File: config.mk
export PLATFORM = sky130hd
export DESIGN_NAME = sha256_stream_hasher
export DESIGN_NICKNAME = d
export VERILOG_FILES = /design/src/rtl/sha256_pkg.sv /design/src/rtl/sha256_stream_hasher.sv
export SDC_FILE = /design/constraint.sdc
export NUM_CORES = 2
export LEC_CHECK = 0
export BUFFER_PORTS_ARGS = -buffer_cell sky130_fd_sc_hd__buf_2
export CAP_MARGIN = 30
export CORE_UTILIZATION = 58
export DETAILED_ROUTE_END_ITERATION = 10
export HOLD_SLACK_MARGIN = 0.02
export PLACE_DENSITY = 0.75
export RECOVER_POWER = 50
export SLEW_MARGIN = 5
export SYNTH_ARGS = -nofsm -noshare
export SYNTH_HDL_FRONTEND = slang
export SYNTH_SLANG_ARGS = --single-unit
File: constraint.sdc
create_clock -name clk_i -period 42.7 [get_ports clk_i]
set_input_delay 6.405 -clock clk_i [delete_from_list [all_inputs] [get_ports clk_i]]
set_output_delay 6.405 -clock clk_i [all_outputs]
set_load 0.1 [all_outputs]
File: src/rtl/sha256_pkg.sv
`default_nettype none
package sha256_pkg;

  localparam int unsigned WordW = 32;
  localparam int unsigned Rounds = 64;
  localparam int unsigned BlockWords = 16;
  localparam int unsigned TotalW = 61;

  typedef struct packed {
    logic [7:0] data_byte;
    logic       has_byte;
    logic       end_of_message;
  } req_t;

  typedef struct packed {
    logic [31:0] digest_word;
    logic        digest_last;
  } rsp_t;

  localparam logic [7:0] PadByte = 8'h80;
  localparam logic [5:0] LenPos = 6'd56;

  // Round constants.
  function automatic logic [31:0] round_k(input logic [5:0] r);
    logic [31:0] k [64];
    k = '{
      32'h428a2f98, 32'h71374491, 32'hb5c0fbcf, 32'he9b5dba5, 32'h3956c25b, 32'h59f111f1,
      32'h923f82a4, 32'hab1c5ed5, 32'hd807aa98, 32'h12835b01, 32'h243185be, 32'h550c7dc3,
      32'h72be5d74, 32'h80deb1fe, 32'h9bdc06a7, 32'hc19bf174, 32'he49b69c1, 32'hefbe4786,
      32'h0fc19dc6, 32'h240ca1cc, 32'h2de92c6f, 32'h4a7484aa, 32'h5cb0a9dc, 32'h76f988da,
      32'h983e5152, 32'ha831c66d, 32'hb00327c8, 32'hbf597fc7, 32'hc6e00bf3, 32'hd5a79147,
      32'h06ca6351, 32'h14292967, 32'h27b70a85, 32'h2e1b2138, 32'h4d2c6dfc, 32'h53380d13,
      32'h650a7354, 32'h766a0abb, 32'h81c2c92e, 32'h92722c85, 32'ha2bfe8a1, 32'ha81a664b,
      32'hc24b8b70, 32'hc76c51a3, 32'hd192e819, 32'hd6990624, 32'hf40e3585, 32'h106aa070,
      32'h19a4c116, 32'h1e376c08, 32'h2748774c, 32'h34b0bcb5, 32'h391c0cb3, 32'h4ed8aa4a,
      32'h5b9cca4f, 32'h682e6ff3, 32'h748f82ee, 32'h78a5636f, 32'h84c87814, 32'h8cc70208,
      32'h90befffa, 32'ha4506ceb, 32'hbef9a3f7, 32'hc67178f2};
    return k[r];
  endfunction

  // Initial hash values.
  function automatic logic [31:0] init_h(input logic [2:0] i);
    logic [31:0] h [8];
    h = '{32'h6a09e667, 32'hbb67ae85, 32'h3c6ef372, 32'ha54ff53a,
          32'h510e527f, 32'h9b05688c, 32'h1f83d9ab, 32'h5be0cd19};
    return h[i];
  endfunction

  function automatic logic [31:0] rotr(input logic [31:0] v, input int unsigned n);
    return (v >> n) | (v << (32 - n));
  endfunction

endpackage
`default_nettype wire

File: src/rtl/sha256_stream_hasher.sv
`default_nettype none
// SHA-256 byte-stream hasher. Each accepted request carries at most one message
// byte. A byte that does not complete a 64-byte block leaves the block ready for
// the next request. The 64th byte of a block starts a compression, and no request
// is taken until it is done: the load state fills the schedule window from the
// 16-entry block memory, which has a registered read; the round state runs the 64
// rounds, one per cycle; and the add state adds the result into the hash.
// A request flagged end_of_message pads the block. Padding writes each byte slot
// from the pad byte up to slot 55, then writes the two length words, and runs the
// final compression. When the pad byte lands in slot 56 or later, the block is
// zero-filled to slot 63 and compressed first, and then a second block of zeros
// up to slot 55 and the two length words follows. Eight digest words
// come out next, one per accepted response, the first holding the most
// significant bytes and the eighth flagged digest_last. The hash state then
// returns to the initial values.
module sha256_stream_hasher (
  input  wire                logic clk_i,
  input  wire                logic rst_ni,
  input  wire                logic in_valid_i,
  output logic                     in_ready_o,
  input  wire sha256_pkg::req_t   in_req_i,
  output logic                     out_valid_o,
  input  wire                logic out_ready_i,
  output sha256_pkg::rsp_t         out_rsp_o
);
  import sha256_pkg::*;

  typedef enum logic [5:0] {
    StIdle  = 6'b000001,
    StPad   = 6'b000010,
    StLoad  = 6'b000100,
    StRound = 6'b001000,
    StAdd   = 6'b010000,
    StOut   = 6'b100000
  } state_e;

  state_e state_q, state_d;

  // Block memory: sixteen words, one write and one registered read per cycle.
  logic [31:0] blk_mem [BlockWords];
  logic        mem_we;
  logic [3:0]  mem_waddr, mem_raddr;
  logic [31:0] mem_wdata, mem_rdata_q;

  always_ff @(posedge clk_i) begin
    if (mem_we) begin
      blk_mem[mem_waddr] <= mem_wdata;
    end
    mem_rdata_q <= blk_mem[mem_raddr];
  end

  logic [31:0] h_q [8];
  logic [31:0] v_q [8];
  logic [31:0] w_q [16];   // schedule window, shifted each round
  logic [TotalW-1:0] total_q;
  logic [5:0] pos_q;
  logic [6:0] rnd_q;
  logic [4:0] ld_q;        // load counter, 0..17
  logic       final_q;     // current compression is the last one
  logic       msg_end_q;   // message has ended; cleared after the last digest word
  logic       len_q;       // high word of the length written, low word next
  logic       pad_first_q; // next pad byte is the 0x80 marker
  logic [2:0] oidx_q;
  logic [31:0] word_q;     // word being assembled
  logic [31:0] wbuf;

  // Byte merge into the word held for the current slot.
  function automatic logic [31:0] merge(input logic [31:0] w, input logic [1:0] p,
                                        input logic [7:0] b);
    logic [31:0] m;
    m = w;
    m[(3 - p) * 8 +: 8] = b;
    return m;
  endfunction

  assign in_ready_o = (state_q == StIdle);
  wire accept = in_valid_i && in_ready_o;

  // Padding byte and the two words of the bit length.
  logic [7:0] pad_b;
  logic [31:0] bits_hi, bits_lo;
  assign bits_hi = {total_q[TotalW-1:29]};
  assign bits_lo = {total_q[28:0], 3'b000};

  logic [31:0] new_w, s0, s1, t1, t2;
  always_comb begin
    s0 = rotr(w_q[1], 7) ^ rotr(w_q[1], 18) ^ (w_q[1] >> 3);
    s1 = rotr(w_q[14], 17) ^ rotr(w_q[14], 19) ^ (w_q[14] >> 10);
    new_w = (rnd_q < 7'd16) ? w_q[0] : (w_q[0] + s0 + w_q[9] + s1);
    t1 = v_q[7] + (rotr(v_q[4], 6) ^ rotr(v_q[4], 11) ^ rotr(v_q[4], 25))
       + ((v_q[4] & v_q[5]) ^ (~v_q[4] & v_q[6])) + round_k(rnd_q[5:0]) + new_w;
    t2 = (rotr(v_q[0], 2) ^ rotr(v_q[0], 13) ^ rotr(v_q[0], 22))
       + ((v_q[0] & v_q[1]) ^ (v_q[0] & v_q[2]) ^ (v_q[1] & v_q[2]));
  end

  // Control and memory port selection.
  always_comb begin
    state_d = state_q;
    mem_we = 1'b0;
    mem_waddr = pos_q[5:2];
    mem_wdata = '0;
    mem_raddr = ld_q[3:0];
    pad_b = pad_first_q ? PadByte : 8'h00;
    wbuf = (pos_q[1:0] == 2'd0) ? 32'h0 : word_q;
    unique case (state_q)
      StIdle: begin
        if (accept) begin
          mem_wdata = merge(wbuf, pos_q[1:0], in_req_i.data_byte);
          mem_we = in_req_i.has_byte;
          if (in_req_i.has_byte && pos_q == 6'd63) begin
            state_d = StLoad;
          end else if (in_req_i.end_of_message) begin
            state_d = StPad;
          end
        end
      end
      StPad: begin
        mem_we = 1'b1;
        if (len_q) begin
          mem_waddr = 4'd15;
          mem_wdata = bits_lo;
          state_d = StLoad;
        end else if (!pad_first_q && pos_q == LenPos) begin
          mem_waddr = 4'd14;
          mem_wdata = bits_hi;
        end else begin
          mem_wdata = merge(wbuf, pos_q[1:0], pad_b);
          if (pos_q == 6'd63) begin
            state_d = StLoad;
          end
        end
      end
      StLoad: begin
        if (ld_q == 5'd16) begin
          state_d = StRound;
        end
      end
      StRound: begin
        if (rnd_q == 7'd63) begin
          state_d = StAdd;
        end
      end
      StAdd: begin
        state_d = final_q ? StOut : (msg_end_q ? StPad : StIdle);
      end
      StOut: begin
        if (out_ready_i && oidx_q == 3'd7) begin
          state_d = StIdle;
        end
      end
      default: state_d = StIdle;
    endcase
  end

  always_ff @(posedge clk_i or negedge rst_ni) begin
    if (!rst_ni) begin
      state_q <= StIdle;
      pos_q <= '0;
      total_q <= '0;
      rnd_q <= '0;
      ld_q <= '0;
      final_q <= 1'b0;
      msg_end_q <= 1'b0;
      len_q <= 1'b0;
      oidx_q <= '0;
      for (int i = 0; i < 8; i++) h_q[i] <= init_h(3'(i));
    end else begin
      state_q <= state_d;
      unique case (state_q)
        StIdle: begin
          if (accept) begin
            ld_q <= '0;
            if (in_req_i.has_byte) begin
              word_q <= merge(wbuf, pos_q[1:0], in_req_i.data_byte);
              pos_q <= pos_q + 6'd1;
              total_q <= total_q + TotalW'(1);
            end
            // Padding follows once any full block has been compressed.
            final_q <= 1'b0;
            len_q <= 1'b0;
            msg_end_q <= in_req_i.end_of_message;
          end
        end
        StPad: begin
          ld_q <= '0;
          if (len_q) begin
            len_q <= 1'b0;
            final_q <= 1'b1;
            pos_q <= '0;
          end else if (!pad_first_q && pos_q == LenPos) begin
            len_q <= 1'b1;
          end else begin
            word_q <= merge(wbuf, pos_q[1:0], pad_b);
            pos_q <= pos_q + 6'd1;
          end
        end
        StLoad: begin
          ld_q <= ld_q + 5'd1;
          if (ld_q != 5'd0) begin
            w_q[15] <= mem_rdata_q;
            for (int i = 0; i < 15; i++) w_q[i] <= w_q[i+1];
          end
          for (int i = 0; i < 8; i++) v_q[i] <= h_q[i];
          rnd_q <= '0;
        end
        StRound: begin
          rnd_q <= rnd_q + 7'd1;
          for (int i = 0; i < 15; i++) w_q[i] <= w_q[i+1];
          w_q[15] <= new_w;
          v_q[0] <= t1 + t2;
          v_q[1] <= v_q[0];
          v_q[2] <= v_q[1];
          v_q[3] <= v_q[2];
          v_q[4] <= v_q[3] + t1;
          v_q[5] <= v_q[4];
          v_q[6] <= v_q[5];
          v_q[7] <= v_q[6];
        end
        StAdd: begin
          rnd_q <= '0;
          for (int i = 0; i < 8; i++) h_q[i] <= h_q[i] + v_q[i];
          oidx_q <= '0;
        end
        StOut: begin
          if (out_ready_i) begin
            oidx_q <= oidx_q + 3'd1;
            if (oidx_q == 3'd7) begin
              for (int i = 0; i < 8; i++) h_q[i] <= init_h(3'(i));
              total_q <= '0;
              pos_q <= '0;
              final_q <= 1'b0;
              msg_end_q <= 1'b0;
            end
          end
        end
        default: ;
      endcase
    end
  end

  assign out_valid_o = (state_q == StOut);
  assign out_rsp_o.digest_word = h_q[oidx_q];
  assign out_rsp_o.digest_last = (oidx_q == 3'd7);

  // Padding state bookkeeping: the first pad byte is 0x80.
  always_ff @(posedge clk_i or negedge rst_ni) begin
    if (!rst_ni) begin
      pad_first_q <= 1'b0;
    end else if (accept) begin
      pad_first_q <= in_req_i.end_of_message;
    end else if (state_q == StPad) begin
      pad_first_q <= 1'b0;
    end
  end
endmodule
`default_nettype wire

# Word level (Yosys, flattened, before mapping)
# Memory sizes are Yosys's and may differ from the RTL's. A register that Yosys moved wholly into a read port is not among the register bits.
# Index checks and enable logic that the tools add are counted.
# word_totals
register_bits,380
mem_bits_rw,1280
rom_bits,2048
input_bits,14
out_inout_bits,35
word_cells,260
mem_count,4
# classes
addsub,25
magnitude_cmp,3
n_eq_ne,24
n_shift,3
n_mux,101
bitwise_logic,53
reduce_logical,28
# mem_list
name,words,width,rd,rd_ports_with_merged_regs,write_ports,line_no,text
(no name shown),64,32,1,0,0,sha256_pkg.sv:38,return k[r];
blk_mem,16,32,1,1,1,sha256_stream_hasher.sv:40,logic [31:0] blk_mem [BlockWords];
w_q,16,32,16,0,16,sha256_stream_hasher.sv:54,logic [31:0] w_q [16];
v_q,8,32,8,0,8,sha256_stream_hasher.sv:53,logic [31:0] v_q [8];
# op_table
operator,n
32-bit two-way mux,37
32-bit adder,18
256-bit two-way mux,2
256-bit case mux with 2 select lines,1
32-bit bitwise XOR,9
61-bit two-way mux,4
32-bit bitwise AND,5
32-bit case mux with 2 select lines,2
61-bit case mux with 2 select lines,1
32-bit binary-select mux with 3-bit select,1
6-bit two-way mux,16
8-bit by 34-bit indexed part select with 32-bit output,2
32-bit bitwise mux,2
"61-bit by 1-bit adder with 61-bit output, second input constant",1
6-bit case mux with 6 select lines,1
32-bit negation with 34-bit output,1
"8-bit by 34-bit variable shift with 32-bit output, first input constant",1
32-bit NOT,1
10-bit by 32-bit bitwise OR with 32-bit output,1
13-bit by 32-bit bitwise OR with 32-bit output,1
14-bit by 32-bit bitwise OR with 32-bit output,1
15-bit by 32-bit bitwise OR with 32-bit output,1
19-bit by 32-bit bitwise OR with 32-bit output,1
21-bit by 32-bit bitwise OR with 32-bit output,1
other kinds (55),126

# Logic depth before layout (Yosys ltp)
# An unclocked memory read counts as a cell.
# logic_depth
word_depth,11
depth_mapped,47
depth_no_buf,47

# Worst setup path before layout
# OpenSTA, ideal clock, no wires.
# synth_timing
path_type,in2reg
from,in rst_ni
to,"mem w_q[0][0], enable pin"
arrival_ns,42.623
t_required_ns,40.603
path_slack_ns,-2.020
cell_stages,4
path_cell_list,nand2_1 > clkbuf_1 > clkbuf_1 > o21ai_0
# synth_lines
item,line_no,text
"start, declared",sha256_stream_hasher.sv:18,"input wire logic rst_ni,"
"end, declared",sha256_stream_hasher.sv:54,

==> results.py <==
metrics = {
    "run_status": {
        "outcome": "finished with violations",
        "violations": "max-capacitance violations, max-slew violations",
    },
    "timing": {
        "finalCritPeriodShare_pct": 33.2,
        "finalSetupViolCount": 0,
        "max_freq_ghz": 0.0706,
        "slew_viol_final": 1103,
        "final.setup.tns_ns": 0,
        "maxSlewHeadroom_pct": -592,
        "fin_skew_ns": 0.0984,
        "worst_pin_slew_ns": 10.38,
        "rsz0062_at_grt": "false",
        "finalHoldViolations": 0,
        "post-route-min-period_ns": 14.16,
    },
    "route": {
        "drt_iter0_drc": 7707,
        "wl_mm": 269,
        "postRouteAntennaNets": 0,
        "wire_per_inst_um": 27.8,
        "via_per_inst": 6.46,
        "first_pass_iters": 6,
        "drc": 0,
        "num_vias": 62400,
    },
    "global_route": {
        "antenna_found_initial": 16,
        "grt_max_degree": 193,
        "grt_usage_pct": 33.2,
        "grt_overflow": 0,
        "grt_first_pass_wirelength_mm": 396,
        "grt_pass1_vias": 59900,
    },
    "logic_synthesis": {
        "synth.yosys.seq_area_share_pct": 52.9,
        "syn_area_um2": 92500,
        "yosys.area.top_type": "edfxtp_1",
        "synth_cell_types": 97,
        "synthesis.nets": 8027,
        "synth_edf_count": 1312,
        "async_flop_share_pct": 20.6,
        "ys.warnings.count": 0,
        "syn_avg_cell_area_um2": 12.5,
        "yosys-top-cells-area": "edfxtp_1 43%, dfrtp_1 5.7%, ha_1 5.7%",
        "synthCells": 7398,
        "synth-main-ff-cell": "edfxtp_1",
        "yosys_register_bits": 1692,
        "yosysTopAreaCellShare_pct": 42.6,
    },
    "finish": {
        "nNetsFinal": 8063,
        "final_cells": 9660,
        "syn2layout_area_growth_pct": 9.47,
        "drive_gt1_share_pct": 14.4,
        "stdcell_area_um2": 101000,
        "fin_util_pct": 63.9,
        "num-fill-cells": 11800,
    },
    "clock_network": {
        "cts_sinks": 1692,
        "cts_resized": 0,
        "clk_latency_ns": 0.86,
        "htreeDepth": 4,
        "cts-root-buf": "clkbuf_16",
        "numCtsBuffers": 176,
        "cts.path.max_buffers": 3,
        "ctsHoldBuffers": 0,
        "clk_pin_slew_worst_paths_ns": 0.07,
        "post_cts_buffers": 0,
        "cts_tree": "yes",
    },
    "place": {
        "place_area_um2": 95400,
        "dp_cells": 9322,
        "io_buffers": 48,
        "place_hpwl_mm": 186,
        "gp_congestion": 1.02,
    },
    "worst_setup_path": {
        "crit_fanout": 151,
        "required_ns": 43.14,
        "startpoint": "rst_ni",
        "slowest_stage": "clkbuf_1",
        "worstSetupStartpointType": "primary input",
        "r2r-start": "w_q[14][18]",
        "critPathCaptureType": "register",
        "arrival_ns": 14.59,
        "crit_chain": "clkbuf_1, clkbuf_1, nand2_4, nand2_4, buf_12, buf_4",
        "cpPeakStageDelay_ns": 2.79,
        "crit_type": "in -> reg",
    },
    "floorplan": {
        "die_width_um": 401,
        "die_area_um2": 161000,
        "start_util_pct": 58.4,
        "core_area_um2": 158000,
        "ios": 49,
        "die_h_um": 401,
        "fp-row-count": 146,
    },
    "power": {
        "vdd_drop_max_uv": 107,
        "leakage_nw": 37.8,
        "p_per_area_nw_per_um2": 74.0,
    },
    "flow_run": {
        "maxCapViolCount": 26,
    },
    "min_path": {
        "hold_start": "w_q[15][6]",
        "min_path_type": "reg -> reg",
    },
}
logic make-up (layout without fill, tap and decap cells):
logic type	count (synthesis)	count (layout)	share of synthesized area, %
buffers and inverters	761	949	3.09
flip-flops	1692	1692	52.9
AO/OA/AOI/OAI	1754	1754	11.9
AND/OR/NAND/NOR	1425	1425	7.09
other	0	2	0
multiplexers	525	525	9.16
adder cells (fa/ha/maj)	620	620	9.97
XOR/XNOR	621	621	5.92
layout by cell type, fill, tap and decap left out, drive strengths merged, types with 97 or more instances in the layout:
cell type	instances
a21oi	515
dfrtp	211
xor2	233
ha	418
nor2	442
nand3	97
inv	434
nand2	460
buf	127
fa	197
xnor2	386
a21o	198
clkbuf	303
dfstp	137
mux2	284
mux4	229
edfxtp	1312
o21ai	453
synthesized netlist by cell type, types with 32 or more instances:
| library cell | number |
|---|---|
| buf_1 | 55 |
| ha_1 | 418 |
| a22oi_1 | 67 |
| mux2_2 | 283 |
| a21oi_1 | 515 |
| mux4_2 | 229 |
| nand2b_1 | 79 |
| dfrtp_1 | 211 |
| o31ai_1 | 37 |
| nand2_1 | 460 |
| dfstp_2 | 137 |
| a21o_1 | 198 |
| and3_1 | 36 |
| o21bai_1 | 39 |
| a211oi_1 | 39 |
| nor3_1 | 83 |
| xor2_1 | 233 |
| nor2b_1 | 50 |
| clkbuf_1 | 272 |
| a31oi_1 | 46 |
| nor2_1 | 441 |
| a22o_1 | 43 |
| dfxtp_1 | 32 |
| or3_1 | 51 |
| inv_1 | 429 |
| xnor2_1 | 385 |
| o21a_1 | 57 |
| fa_1 | 197 |
| o21ai_0 | 441 |
| edfxtp_1 | 1312 |
| o22ai_1 | 52 |
| nand3_1 | 97 |
where the power goes:
part | leakage [nW] | internal, mW | total [mW] | switching, mW
clock | 2.95 | 0.905 | 1.59 | 0.689
sequential | 15.7 | 1.98 | 2.10 | 0.121
combinational | 19.2 | 1.53 | 3.80 | 2.27
worst paths after layout:
| path | slack [ns] | to | cells past startpoint |
|---|---|---|---|
| max in group asynchronous | 28.59 | h_q[52] | 4 |
| setup reg to reg | 31.36 | v_q[0][31] | 44 |
| setup / recovery | 28.54 | v_q[0][86] | 6 |
| min in group asynchronous | 6.31 | h_q[183] | 1 |
| hold reg to reg | 0.38 | w_q[14][6] | 0 |
| hold / removal | 0.38 | w_q[14][6] | 0 |
layer usage:
| metal | share of wire (%) | routed length, um | vias up | global-route usage, % |
|---|---|---|---|---|
| met5 | 0.050 | 134 | - | 0 |
| met4 | 3.7 | 9950 | 20 | 11.3 |
| met2 | 45 | 121000 | 3119 | 50.0 |
| met3 | 9.9 | 26600 | 521 | 7.46 |
| li1 | - | - | 27400 | - |
| met1 | 41 | 111000 | 31300 | 47.9 |
flip-flops by register name, indices dropped and copies added (netlist names), 3 cells and up:
signal / cells
blk_mem: 512
w_q: 512
h_q: 256
v_q: 256
total_q: 61
mem_rdata_q: 32
word_q: 32
rnd_q: 7
pos_q: 6
state_q: 6
ld_q: 5
oidx_q: 3
critical path, delay by kind of cell:
kind,cells,cell delay [ns]
simple gates,2,1.67
buf+inv,4,6.01
stage by stage:
| step | hold slack (ns) | setup slack, ns | power [mW] |
|---|---|---|---|
| global route | 0.402 | 27.39 | 7.92 |
| detailed placement | 0.405 | 31.44 | 5.79 |
| floorplan | 0.400 | 11.83 | 4.82 |
| CTS | 0.386 | 31.46 | 7.41 |
| finish | 0.383 | 28.54 | 7.50 |
| global placement | 0.400 | 31.53 | 5.72 |
cell type report:
class | instances | area [um^2] | share of cell area, %
antenna | 2 | 5.00 | 0.00494
clock buffer | 244 | 4970 | 4.90
clock inverter | 86 | 1120 | 1.10
inverter | 433 | 1630 | 1.61
multi-input combinational | 4945 | 40800 | 40.3
sequential | 1692 | 48900 | 48.3
tap | 2072 | 2590 | 2.56
timing repair buffer | 186 | 1180 | 1.16
(Power assumes the default switching activity.)
